**src/assert_macros.svh**
```systemverilog
// Assertion helpers shared by the cipher modules.
// Each macro expects i_clk and i_rst_n in the scope where it is used.
`ifndef ASSERT_MACROS_SVH
`define ASSERT_MACROS_SVH

// Property checked at every clock edge outside reset.
`define ASSERT_SYNC(lbl, prop, msg) \
    lbl: assert property (@(posedge i_clk) disable iff (!i_rst_n) (prop)) \
        else $error(msg);

// Consequent checked in the cycle after the antecedent.
`define ASSERT_NEXT(lbl, ante, cons, msg) \
    lbl: assert property (@(posedge i_clk) disable iff (!i_rst_n) (ante) |=> (cons)) \
        else $error(msg);

`endif

```
**src/bkt_pkg.sv**
```systemverilog
// ----------------------------------------------------------------------------
// bkt_pkg
// Types, constants and helpers for the block transposition cipher.
// ----------------------------------------------------------------------------
package bkt_pkg;

    localparam int MaxBlock   = 9;
    localparam int KeyEntries = 9;
    localparam int KeyW       = 4 * KeyEntries;
    localparam int LenW       = 4;

    localparam logic ModeEnc = 1'b0;
    localparam logic ModeDec = 1'b1;

    localparam logic [1:0] CfgMode = 2'd0;
    localparam logic [1:0] CfgLen  = 2'd1;
    localparam logic [1:0] CfgKey  = 2'd2;
    localparam logic [1:0] CfgPad  = 2'd3;

    localparam logic [LenW-1:0] LenReset = 4'd9;
    localparam logic [7:0]      PadReset = 8'd120;

    typedef logic [MaxBlock-1:0][7:0] t_block;

    // One finished block (or one length error) handed to the back end.
    typedef struct packed {
        t_block            blk;
        logic [KeyW-1:0]   key;
        logic [7:0]        pad;
        logic [LenW-1:0]   len;
        logic              mode;
        logic              msg_end;
        logic              err;
    } t_job;

    // Key entry idx; entries beyond the key read as an invalid position.
    function automatic logic [3:0] key_at(input logic [KeyW-1:0] key,
                                          input logic [LenW-1:0] idx);
        logic [3:0] pos;
        pos = 4'hF;
        if (idx < LenW'(KeyEntries)) pos = key[idx*4 +: 4];
        return pos;
    endfunction

    // Effective block length: zero taken as one, saturated at the buffer size.
    function automatic logic [LenW-1:0] eff_len(input logic [LenW-1:0] len);
        logic [LenW-1:0] n;
        n = len;
        if (len == '0) n = LenW'(1);
        else if (len > LenW'(MaxBlock)) n = LenW'(MaxBlock);
        return n;
    endfunction

endpackage

```
**src/bkt_front.sv**
```systemverilog
// ----------------------------------------------------------------------------
// bkt_front
// Gathers input bytes into the block buffer and hands finished blocks on.
// ----------------------------------------------------------------------------
`include "assert_macros.svh"

module bkt_front (
    input  logic                      i_clk,
    input  logic                      i_rst_n,
    input  logic                      i_valid,
    output logic                      o_ready,
    input  logic [7:0]                i_byte,
    input  logic                      i_end,
    input  logic                      i_mode,
    input  logic [bkt_pkg::LenW-1:0]  i_len,
    input  logic [bkt_pkg::KeyW-1:0]  i_key,
    input  logic [7:0]                i_pad,
    input  logic                      i_q_full,
    output logic                      o_push,
    output bkt_pkg::t_job             o_job
);

    bkt_pkg::t_block            r_buf;
    bkt_pkg::t_block            n_buf;
    logic [bkt_pkg::LenW-1:0]   r_fill;
    logic [bkt_pkg::LenW-1:0]   n_fill;

    logic [bkt_pkg::LenW-1:0]   len;
    logic [bkt_pkg::LenW-1:0]   fill_inc;
    logic [3:0]                 kpos;
    logic [3:0]                 wr_addr;
    logic                       wr_en;
    logic                       accept;
    logic                       done;
    logic                       err;

    assign len      = bkt_pkg::eff_len(i_len);
    assign fill_inc = r_fill + 1'b1;
    assign kpos     = bkt_pkg::key_at(i_key, r_fill);
    assign o_ready  = !i_q_full;
    assign accept   = i_valid && o_ready;

    always_comb begin
        // a new block starts out as all padding
        n_buf = (r_fill == '0) ? {bkt_pkg::MaxBlock{i_pad}} : r_buf;
        if (i_mode == bkt_pkg::ModeEnc) begin
            wr_addr = r_fill;
            wr_en   = r_fill < len;
        end else begin
            wr_addr = kpos;
            wr_en   = (r_fill < len) && (kpos < len);
        end
        if (wr_en) n_buf[wr_addr] = i_byte;

        err = 1'b0;
        if (i_mode == bkt_pkg::ModeEnc) begin
            done = (fill_inc >= len) || i_end;
        end else if (fill_inc < len) begin
            done = i_end;
            err  = 1'b1;
        end else begin
            done = 1'b1;
        end

        n_fill = r_fill;
        if (accept) n_fill = done ? '0 : fill_inc;
    end

    assign o_push        = accept && done;
    assign o_job.blk     = n_buf;
    assign o_job.key     = i_key;
    assign o_job.pad     = i_pad;
    assign o_job.len     = len;
    assign o_job.mode    = i_mode;
    assign o_job.msg_end = i_end;
    assign o_job.err     = err;

    always_ff @(posedge i_clk) begin
        if (!i_rst_n) begin
            r_fill <= '0;
        end else begin
            r_fill <= n_fill;
        end
    end

    always_ff @(posedge i_clk) begin
        if (accept) r_buf <= n_buf;
    end

    `ASSERT_SYNC(a_fill_range, r_fill < bkt_pkg::LenW'(bkt_pkg::MaxBlock),
                 "fill count beyond block buffer")

endmodule

```
**src/bkt_queue.sv**
```systemverilog
// ----------------------------------------------------------------------------
// bkt_queue
// Two-entry queue of finished blocks between the front and back ends.
// ----------------------------------------------------------------------------
`include "assert_macros.svh"

module bkt_queue (
    input  logic           i_clk,
    input  logic           i_rst_n,
    input  logic           i_push,
    input  bkt_pkg::t_job  i_job,
    output logic           o_full,
    input  logic           i_pop,
    output logic           o_empty,
    output bkt_pkg::t_job  o_job
);

    bkt_pkg::t_job  r_mem [2];
    logic           r_wr_ptr;
    logic           r_rd_ptr;
    logic [1:0]     r_count;
    logic [1:0]     n_count;

    assign o_full  = r_count == 2'd2;
    assign o_empty = r_count == 2'd0;
    assign o_job   = r_mem[r_rd_ptr];

    always_comb begin
        n_count = r_count;
        case ({i_push, i_pop})
            2'b10:   n_count = r_count + 2'd1;
            2'b01:   n_count = r_count - 2'd1;
            default: n_count = r_count;
        endcase
    end

    always_ff @(posedge i_clk) begin
        if (!i_rst_n) begin
            r_wr_ptr <= 1'b0;
            r_rd_ptr <= 1'b0;
            r_count  <= 2'd0;
        end else begin
            if (i_push) r_wr_ptr <= !r_wr_ptr;
            if (i_pop)  r_rd_ptr <= !r_rd_ptr;
            r_count <= n_count;
        end
    end

    always_ff @(posedge i_clk) begin
        if (i_push) r_mem[r_wr_ptr] <= i_job;
    end

    `ASSERT_SYNC(a_no_overflow, i_push |-> !o_full, "push into full queue")
    `ASSERT_SYNC(a_no_underflow, i_pop |-> !o_empty, "pop from empty queue")

endmodule

```
**src/bkt_back.sv**
```systemverilog
// ----------------------------------------------------------------------------
// bkt_back
// Takes finished blocks off the queue and sends them out one byte a cycle while the receiver is ready.
// ----------------------------------------------------------------------------
`include "assert_macros.svh"

module bkt_back (
    input  logic           i_clk,
    input  logic           i_rst_n,
    input  logic           i_empty,
    input  bkt_pkg::t_job  i_job,
    output logic           o_pop,
    output logic           o_m_tvalid,
    input  logic           i_m_tready,
    output logic [7:0]     o_m_tdata,
    output logic           o_m_tlast,
    output logic [2:0]     o_m_tuser
);

    typedef enum logic [2:0] {
        S_IDLE = 3'b001,
        S_SCAN = 3'b010,
        S_EMIT = 3'b100
    } t_state;

    t_state                     r_state;
    t_state                     n_state;
    bkt_pkg::t_job              r_job;
    logic [bkt_pkg::LenW-1:0]   r_count;
    logic [bkt_pkg::LenW-1:0]   n_count;
    logic [bkt_pkg::LenW-1:0]   r_idx;
    logic [bkt_pkg::LenW-1:0]   n_idx;

    logic                       r_out_valid;
    logic [7:0]                 r_out_byte;
    logic                       r_out_bv;
    logic                       r_out_last;
    logic                       r_out_done;
    logic                       r_out_err;

    logic                       slot_free;
    logic                       emit;
    logic [3:0]                 kpos;
    logic [7:0]                 sel_byte;
    logic                       is_last;

    assign slot_free = !r_out_valid || i_m_tready;
    assign emit      = (r_state == S_EMIT) && slot_free;
    assign o_pop     = (r_state == S_IDLE) && !i_empty;
    assign kpos      = bkt_pkg::key_at(r_job.key, r_idx);
    assign is_last   = (r_count == '0) || (r_idx + 1'b1 == r_count);

    always_comb begin
        if (r_job.mode == bkt_pkg::ModeEnc) begin
            sel_byte = (kpos < r_job.len) ? r_job.blk[kpos] : r_job.pad;
        end else begin
            sel_byte = r_job.blk[r_idx];
        end
    end

    // Result count: a full block, zero for a length error, or on the final decrypt
    // block the part before the trailing padding.
    always_comb begin
        n_count = r_job.len;
        if (r_job.err) begin
            n_count = '0;
        end else if (r_job.mode == bkt_pkg::ModeDec && r_job.msg_end) begin
            n_count = '0;
            for (int i = 0; i < bkt_pkg::MaxBlock; i++) begin
                if (bkt_pkg::LenW'(i) < r_job.len && r_job.blk[i] != r_job.pad)
                    n_count = bkt_pkg::LenW'(i + 1);
            end
        end
    end

    always_comb begin
        n_state = r_state;
        n_idx   = r_idx;
        case (r_state)
            S_IDLE: begin
                if (!i_empty) n_state = S_SCAN;
            end
            S_SCAN: begin
                n_idx   = '0;
                n_state = S_EMIT;
            end
            S_EMIT: begin
                if (emit) begin
                    n_idx = r_idx + 1'b1;
                    if (is_last) n_state = S_IDLE;
                end
            end
            default: n_state = S_IDLE;
        endcase
    end

    always_ff @(posedge i_clk) begin
        if (!i_rst_n) begin
            r_state     <= S_IDLE;
            r_out_valid <= 1'b0;
        end else begin
            r_state <= n_state;
            if (emit)            r_out_valid <= 1'b1;
            else if (i_m_tready) r_out_valid <= 1'b0;
        end
    end

    always_ff @(posedge i_clk) begin
        if (o_pop) r_job <= i_job;
        if (r_state == S_SCAN) r_count <= n_count;
        r_idx <= n_idx;
        if (emit) begin
            r_out_bv   <= r_count != '0;
            r_out_byte <= (r_count != '0) ? sel_byte : 8'd0;
            r_out_last <= is_last;
            r_out_done <= is_last && r_job.msg_end;
            r_out_err  <= (r_count == '0) && r_job.err;
        end
    end

    assign o_m_tvalid = r_out_valid;
    assign o_m_tdata  = r_out_byte;
    assign o_m_tlast  = r_out_last;
    assign o_m_tuser  = {r_out_err, r_out_done, r_out_bv};

    `ASSERT_SYNC(a_empty_closes, (o_m_tvalid && !o_m_tuser[0]) |->
                 (o_m_tlast && o_m_tuser[1]), "empty result not final")
    `ASSERT_NEXT(a_pop_scans, o_pop, r_state == S_SCAN, "popped job not scanned")
    `ASSERT_SYNC(a_idx_range, (r_state == S_EMIT) |->
                 (r_idx < bkt_pkg::LenW'(bkt_pkg::MaxBlock)), "index past block")

endmodule

```
**src/block_transposition_cipher.sv**
```systemverilog
// ----------------------------------------------------------------------------
// block_transposition_cipher
// Columnar transposition cipher over blocks of up to nine bytes.
// ----------------------------------------------------------------------------
// Usage:
// Input stream (i_s_*): one byte per transfer, tlast marks the last byte of
// a message. Output stream (o_m_*): one result per transfer, tlast marks the
// last result caused by one input byte.
// Configuration: write cipher mode, block length, key and pad byte through
// i_cfg_we / i_cfg_index / i_cfg_data while the block is idle.
// The byte that closes a block (or a message) passes the queue, the job register,
// the scan state and the output register before its first result appears.
// Throughput: the front takes one byte per cycle while the queue is not full;
// the back end pops a block, scans it, then sends one result a cycle from a
// single output register while the receiver is ready.
// A two-block queue between front and back lets input keep flowing while a
// block is sent out; o_s_tready drops only when the queue is full.
// Reset clears the fill count, the queue and the output register, and loads
// the configuration reset values. A stalled receiver holds the result in the
// output register and backs up the queue, then the input.
// ----------------------------------------------------------------------------
module block_transposition_cipher (
    input  logic                      i_clk,
    input  logic                      i_rst_n,
    input  logic                      i_s_tvalid,
    output logic                      o_s_tready,
    input  logic [7:0]                i_s_tdata,   // [7:0] data_byte
    input  logic                      i_s_tlast,   // message_end
    output logic                      o_m_tvalid,
    input  logic                      i_m_tready,
    output logic [7:0]                o_m_tdata,   // [7:0] out_byte
    output logic                      o_m_tlast,   // run_last
    output logic [2:0]                o_m_tuser,   // [0] byte_valid [1] message_done
                                                   // [2] length_error
    input  logic                      i_cfg_we,
    input  logic [1:0]                i_cfg_index,
    input  logic [bkt_pkg::KeyW-1:0]  i_cfg_data
);

    logic                       r_mode;
    logic [bkt_pkg::LenW-1:0]   r_len;
    logic [bkt_pkg::KeyW-1:0]   r_key;
    logic [7:0]                 r_pad;

    logic                       q_full;
    logic                       q_empty;
    logic                       q_push;
    logic                       q_pop;
    bkt_pkg::t_job              push_job;
    bkt_pkg::t_job              head_job;

    always_ff @(posedge i_clk) begin
        if (!i_rst_n) begin
            r_mode <= bkt_pkg::ModeEnc;
            r_len  <= bkt_pkg::LenReset;
            r_key  <= '0;
            r_pad  <= bkt_pkg::PadReset;
        end else if (i_cfg_we) begin
            case (i_cfg_index)
                bkt_pkg::CfgMode: r_mode <= i_cfg_data[0];
                bkt_pkg::CfgLen:  r_len  <= i_cfg_data[bkt_pkg::LenW-1:0];
                bkt_pkg::CfgKey:  r_key  <= i_cfg_data;
                bkt_pkg::CfgPad:  r_pad  <= i_cfg_data[7:0];
                default:          r_mode <= r_mode;
            endcase
        end
    end

    bkt_front u_front (
        .i_clk    (i_clk),
        .i_rst_n  (i_rst_n),
        .i_valid  (i_s_tvalid),
        .o_ready  (o_s_tready),
        .i_byte   (i_s_tdata),
        .i_end    (i_s_tlast),
        .i_mode   (r_mode),
        .i_len    (r_len),
        .i_key    (r_key),
        .i_pad    (r_pad),
        .i_q_full (q_full),
        .o_push   (q_push),
        .o_job    (push_job)
    );

    bkt_queue u_queue (
        .i_clk   (i_clk),
        .i_rst_n (i_rst_n),
        .i_push  (q_push),
        .i_job   (push_job),
        .o_full  (q_full),
        .i_pop   (q_pop),
        .o_empty (q_empty),
        .o_job   (head_job)
    );

    bkt_back u_back (
        .i_clk      (i_clk),
        .i_rst_n    (i_rst_n),
        .i_empty    (q_empty),
        .i_job      (head_job),
        .o_pop      (q_pop),
        .o_m_tvalid (o_m_tvalid),
        .i_m_tready (i_m_tready),
        .o_m_tdata  (o_m_tdata),
        .o_m_tlast  (o_m_tlast),
        .o_m_tuser  (o_m_tuser)
    );

endmodule
```
**config.mk**
```make
export PLATFORM = sky130hd
export DESIGN_NAME = block_transposition_cipher
export DESIGN_NICKNAME = d
export VERILOG_FILES = /design/src/bkt_pkg.sv /design/src/bkt_front.sv /design/src/bkt_queue.sv /design/src/bkt_back.sv /design/src/block_transposition_cipher.sv
export VERILOG_INCLUDE_DIRS = /design/src /design/src/src
export SDC_FILE = /design/constraint.sdc
export NUM_CORES = 1
export LEC_CHECK = 0
export ABC_AREA = 0
export BUFFER_PORTS_ARGS = -buffer_cell sky130_fd_sc_hd__buf_4
export CORE_MARGIN = 4
export CORE_UTILIZATION = 40
export DETAILED_ROUTE_END_ITERATION = 10
export GPL_TIMING_DRIVEN = 0
export SLEW_MARGIN = 30
export SYNTH_ARGS = -nofsm -noshare
export SYNTH_HDL_FRONTEND = slang
export SYNTH_HIERARCHICAL = 1
export SYNTH_SLANG_ARGS = --single-unit
```
**constraint.sdc**
```tcl
create_clock -name i_clk -period 8.8 [get_ports i_clk]
set_input_delay 0.44 -clock i_clk [delete_from_list [all_inputs] [get_ports i_clk]]
set_output_delay 0.44 -clock i_clk [all_outputs]
set_load 0.02 [all_outputs]
```
==> metrics.txt, run 1 <==
status=finished clean; max cap viols=0; hold_ws=0.0976 ns; # port buffers=62; Final Cycle Share=54.2%; Num CTS Buffers=53; CTS tree=done; endpoints failing setup=0; worst r2r path cells=18; Starting DRT DRC Count=1155; CTS Sinks=523; Hold Crit Class=primary input to register; dpl cells=2389; Final min period=4.77 ns; height of the die=250 um; worst path cell trace=buf_2, buf_2, buf_1, inv_1, ha_1, nand3b_1, a21oi_1, or3_1, inv_1, buf_6, ha_1, o21ai_0, nand2b_1, a21oi_1, a21o_1, nor3_1, a22oi_1, nand3_1; routed vias=13300; Initial Utilization=40.5%; Clk Latency, worst-skew pair=0.62 ns; FP Rows=88; clk_skew=0.0240 ns; # IOs=66; Final ANT Viol Nets=0; Storage cell area=15100 um^2; r2r setup slk=4.03 ns; critical path capture point type=register; Leakage=0.00965 uW; post-cts sizing count=0; layout cell share with drive strength beyond 1=25.9%; footprint of the multi-input gates=7380 um^2; #FFs+latches synth=523; Worst Path Max Fanout=10; Post-Syn Area per Cell=15.2 um^2; CP Data Required Time=9.27 ns; cts-stage hold buffer count=0; Setup crit start kind=register; actual slew at the worst max-slew pin=1.00 ns; die width=250 um; HP Start=i_cfg_data[12]; WL per Instance=24.1 um; PD cells=312 nW/um^2; Max Clk Rate=210 MHz; max_slew headroom=33.3%; Clock transition at path regs=0.07 ns; DP Area=25400 um^2; Core Region=57800 um^2; Fillers=4967; Post-synth ARST share=0%; Hold Path Stages=3; Mapped Cells=1542; Pwr Total=8490 uW; DR vias/cell=5.36; R2R Path End=u_back/o_m_tdata[6]; nets=1750; Worst Hold Path EP=r_key[12]; Max rail drop VDD=0.000164 V; Clock Tree Buf Depth=3; worst r2r src=u_back/r_idx[1]; final slew viol count=0; DRT Wirelength=60.1 mm; antenna violations before repair=0; first-pass GRT wire length=89.1 mm; GP Congestion=0.893; crit path kind=register to register; Most used DFF post-synth=edfxtp_1; crit-path max cell delay=0.71 ns; RSZ-0062 raised after global routing=false; GRT Overall Usage=19.0%; H-tree Lvls=2; sequential-to-total area share from yosys stat=64.4%; PnR worst setup slack=4.03 ns; CP Data Arrival Time=5.24 ns; EDFF count, synth=461; Post-CTS Setup Repair Bufs=0; First-pass DRT Iterations=5; CP max stage cell=nor3_1; pre-CTS setup slack=4.06 ns; total gr overflow=0; mapped cell area=23400 um^2; post-route DRC violation count=0; final non-filler cell total=2490; Area Growth Syn to Fin=16.2%; yosys warns=6; Post-DP HPWL=42.2 mm; Syn Nets=1613; final instance area=27200 um^2; Hold Fails Final Rpt=0; largest net degree at the start of global routing=41; clk root buf=clkbuf_16; post-synth cell types=81; die area=62500 um^2; vias in the first global route=13500
-- layout make-up --
class / count / share of cell area [%]
well taps: 765 / 3.52
clock inverters: 35 / 1.58
flip-flops and latches: 523 / 55.5
repair buffers: 82 / 3.63
multi-input cells: 860 / 27.1
plain buffers: 128 / 3.15
clock buffers: 65 / 5.08
diodes: 1 / 0.00920
inverters: 31 / 0.428
-- stage by stage --
step           utilization [%]  setup TNS (ns)
6_report                  47.1               0
5_1_grt                   47.0               0
4_1_cts                   47.0               0
3_5_place_dp              43.9               0
3_3_place_gp              43.0         -759.91
2_1_floorplan                -               0
-- report_power, final --
group          switching [uW]  internal, uW  leakage (uW)
clock                     962          1360      0.000878
combinational            1340           995       0.00399
sequential                347          3480       0.00478
total                    2650          5830       0.00965
-- state kept, by name (all words and copies together) (netlist names), 2 cells and up, named ones only --
name	flops
u_queue/r_count	2
u_queue/r_mem	246
u_back/o_m_tdata	8
u_front/r_buf	72
r_key	36
u_front/r_fill	4
u_back/r_idx	4
r_len	4
u_back/r_job	123
u_back/r_state	3
u_back/r_count	4
r_pad	8
-- worst max-delay path by stage --
stage                      startpoint                   to
finish                u_back/r_idx[1]  u_back/o_m_tdata[6]
global route          u_back/r_idx[1]  u_back/o_m_tdata[6]
CTS                   u_back/r_idx[1]  u_back/o_m_tdata[6]
detailed placement    u_back/r_idx[1]  u_back/o_m_tdata[6]
global placement    u_back/r_state[0]   u_queue/r_count[1]
floorplan           u_back/r_state[0]   u_queue/r_count[1]
-- synth_stat cells (3+ instances only) --
cell type	number	area (um^2)
a211oi_1	3	22.5
mux2i_1	175	1750
a211o_1	3	26.3
mux4_1	3	78.8
o21ai_0	20	100
inv_1	22	82.6
nand3_1	13	65.1
edfxtp_1	461	13800
buf_2	30	150
and2_1	15	93.8
buf_6	12	135
mux2_4	10	150
ha_1	19	238
nand4_1	12	75.1
mux2_1	4	45.0
buf_8	3	45.0
clkbuf_1	17	63.8
and3_1	4	25.0
nand2_1	108	405
nor3_1	4	20.0
nor3b_1	5	37.5
o21a_1	4	30.0
nor4_1	13	81.3
nor3_4	5	81.3
nor2b_1	13	81.3
a22oi_1	21	158
clkinv_1	8	30.0
xnor2_1	34	298
xor2_1	52	455
buf_1	10	37.5
nand2b_1	5	31.3
nor2_1	30	113
buf_4	56	420
dfxtp_1	62	1240
mux4_2	27	608
o211ai_1	13	97.6
a21oi_1	83	415
mux2_2	110	1240
-- worst max-delay path, delay by kind of cell, from the launching register on --
family,cells,cell delay (ns)
simple gates,5,1.53
compound gates,5,0.59
fa+ha+maj,2,0.36
buf+inv,6,1.78
flops,1,0.37
-- routing by layer --
metal  track usage, %  share of wire [%]
met1             28.5                 46
met2             29.4                 46
met3             2.76                6.3
met4             4.11                1.7
met5                0                  0
-- cells by family after synthesis --
logic type	share of synthesized area (%)
adder cells (fa/ha/maj)	1.02
AND/OR/NAND/NOR	5.59
XOR/XNOR	3.22
flip-flops	64.4
AO/OA/AOI/OAI	5.00
multiplexers	16.6
buffers and inverters	4.14
-- cells in the final DEF, fill, tap and decap left out, types with 12 or more instances in the layout --
| cell | netlist | routed |
|---|---|---|
| a21oi_1 | 83 | 83 |
| a22oi_1 | 21 | 21 |
| and2_1 | 15 | 14 |
| buf_16 | 0 | 17 |
| buf_2 | 30 | 30 |
| buf_4 | 56 | 118 |
| buf_6 | 12 | 12 |
| clkbuf_1 | 17 | 27 |
| clkbuf_16 | 0 | 53 |
| clkinv_1 | 8 | 16 |
| clkinv_2 | 0 | 12 |
| dfxtp_1 | 62 | 62 |
| edfxtp_1 | 461 | 461 |
| ha_1 | 19 | 19 |
| inv_1 | 22 | 22 |
| mux2_2 | 110 | 110 |
| mux2i_1 | 175 | 175 |
| mux4_2 | 27 | 27 |
| nand2_1 | 108 | 108 |
| nand3_1 | 13 | 13 |
| nand4_1 | 12 | 12 |
| nor2_1 | 30 | 29 |
| nor2b_1 | 13 | 12 |
| nor4_1 | 13 | 13 |
| o211ai_1 | 13 | 13 |
| o21ai_0 | 20 | 20 |
| xnor2_1 | 34 | 34 |
| xor2_1 | 52 | 52 |
Note: power is estimated with default switching activity, not from simulation.
==> inputs of run 2 (changes only) <==
==> constraint.sdc (replaced) <==
create_clock -name i_clk -period 3.9 [get_ports i_clk]
set_input_delay 0.195 -clock i_clk [delete_from_list [all_inputs] [get_ports i_clk]]
set_output_delay 0.195 -clock i_clk [all_outputs]
set_load 0.02 [all_outputs]
==> metrics.txt, run 2 (synthesis results as in run 1) <==
status=finished clean; post-route setup TNS=0 ns; post-route DRC violation count=0; GRT Overall Usage=19.4%; final core utilization=48.1%; max cap viols=0; part of the power in the clock network=25.2%; Pwr Total=18900 uW; Buffers & Inverters on Critical Path=7; Leakage=0.00985 uW; layout cell share with drive strength beyond 1=27.5%; critical path capture point type=register; CTS tree=done; Int Pwr=12900 uW; final instance area=27800 um^2; number of flip-flops in the largest register=246; Core Region=57800 um^2; DP Area=25400 um^2; Fillers=4940; Net Sw Frac=31.7%; die area=62500 um^2; clk_skew=0.0235 ns; total gr overflow=0; worst path cell trace=buf_6, buf_6, buf_6, inv_1, ha_1, nand3b_1, a21oi_1, or3_4, inv_1, buf_6, ha_1, o21ai_0, nand2b_1, a21oi_1, o211ai_1, nor4_4, buf_4, a22oi_1, nand3_1; routed vias=13900; sequential share of power=45.5%; Hold Fails Final Rpt=0; Clock transition at path regs=0.06 ns; Max rail drop VDD=0.000343 V; First-pass DRT Iterations=5; CP max stage cell=edfxtp_1; crit-path leading delay family=buffers and inverters; final slew viol count=0; Num CTS Buffers=52; endpoints failing setup=0; PD cells=679 nW/um^2; Clock Tree Buf Depth=3; Largest Register=u_queue/r_mem; FP Rows=88; Initial Utilization=40.5%; most frequent cell on the critical path=buf_6; GP Congestion=0.899; Gate power share=29.2%; Worst Path Max Fanout=10; antenna violations before repair=0; DR vias/cell=5.45; CP Data Arrival Time=4.24 ns; commonest non-fill, non-tap cell in the layout=edfxtp_1; Final min period=3.79 ns; Final Cycle Share=97.3%; CP Data Required Time=4.34 ns; die width=250 um; largest net degree at the start of global routing=79; vias in the first global route=14000; Regs by FF count=u_queue/r_mem: 246 flops, u_back/r_job: 123 flops, u_front/r_buf: 72 flops; DRT Wirelength=61.4 mm; WL per Instance=24.1 um; crit-path max cell delay=0.38 ns; Hold Crit Class=primary input to register; Post-DP HPWL=42.0 mm; # IOs=66; crit path kind=register to register; Clk Latency, worst-skew pair=0.60 ns; Setup crit start kind=register; nets=1808; CTS Sinks=523; Area Growth Syn to Fin=18.8%; first-pass GRT wire length=91.1 mm; clk root buf=clkbuf_16; commonest cells after routing, fill and taps aside=461 x edfxtp_1, 162 x mux2i_1, 132 x buf_4, 110 x mux2_2, 108 x nand2_1; H-tree Lvls=2; height of the die=250 um; Starting DRT DRC Count=1348; Sw Pwr=5980 uW; # port buffers=62; Final ANT Viol Nets=0; max_slew headroom=33.0%; Max Clk Rate=264 MHz; actual slew at the worst max-slew pin=1.00 ns
-- run 2: cell types whose count changed in the layout (fill, tap and decap cells not counted), moves of 3 or more --
cell | before | now
mux2i_1 | 175 | 162
dlygate4sd3_1 | 0 | 43
mux2i_2 | 1 | 12
bufinv_16 | 8 | 3
buf_2 | 30 | 26
buf_1 | 10 | 7
buf_6 | 12 | 16
buf_12 | 2 | 7
inv_1 | 22 | 19
buf_4 | 118 | 132
-- run 2: layout make-up --
class	count	area (um^2)	area share (%)
diodes	1	2.50	0.00900
clock buffers	65	1360	4.89
flip-flops and latches	523	15100	54.3
plain buffers	126	908	3.27
clock inverters	31	246	0.886
multi-input cells	860	7530	27.1
well taps	765	957	3.44
inverters	31	125	0.450
repair buffers	143	1590	5.72
-- run 2: tightest hold or removal path, stage by stage --
cell,delay (ns)
buf_4,0.11
clkinv_1,0.31
mux2i_2,0.16
-- run 2: path summary, 6_finish.rpt --
path | from | end | slack [ns] | cells after the start
worst min register to register | r_key[17] | r_key[17] | 0.49 | 2
worst max register to register | u_back/r_idx[1] | u_back/o_m_tdata[5] | 0.11 | 19
worst max-delay path | u_back/r_idx[1] | u_back/o_m_tdata[5] | 0.11 | 19
worst min-delay path | i_s_tdata[6] | u_queue/r_mem[1][89] | 0.35 | 3
-- run 2: metrics by stage --
stage	cells	worst slack, ns	hold WS (ns)
after floorplan	1542	-0.0920	0.286
after global placement	2369	-2.34	0.465
after detailed placement	2387	-0.741	0.465
after CTS	2537	0.0181	0.317
after global routing	2544	-0.00448	0.335
final	2545	0.106	0.355
-- run 2: power by group through the flow --
| stage | clock network, uW | logic (uW) | registers, uW |
|---|---|---|---|
| after CTS | 4880 | 5420 | 8580 |
| after detailed placement | 0 | 5310 | 8690 |
| final | 4760 | 5520 | 8590 |
| after global routing | 5130 | 5890 | 8670 |
| after floorplan | 0 | 3450 | 8370 |
| after global placement | 0 | 4790 | 8780 |
-- run 2: timing repair --
action,in CTS,in global routing
setup endpoints to repair,155,233
hold buffers,43,0
endpoints found under the hold margin,60,0
setup buffers,11,9
resized for setup,14,33
pin swaps,6,7
-- run 2: metal layers --
metal / global-route usage, % / up-vias / part of all wire [%]
li1: - / 6184 / -
met1: 28.9 / 7116 / 46
met2: 29.8 / 476 / 45
met3: 3.12 / 96 / 6.7
met4: 5.10 / 0 / 2.3
met5: 0 / - / 0
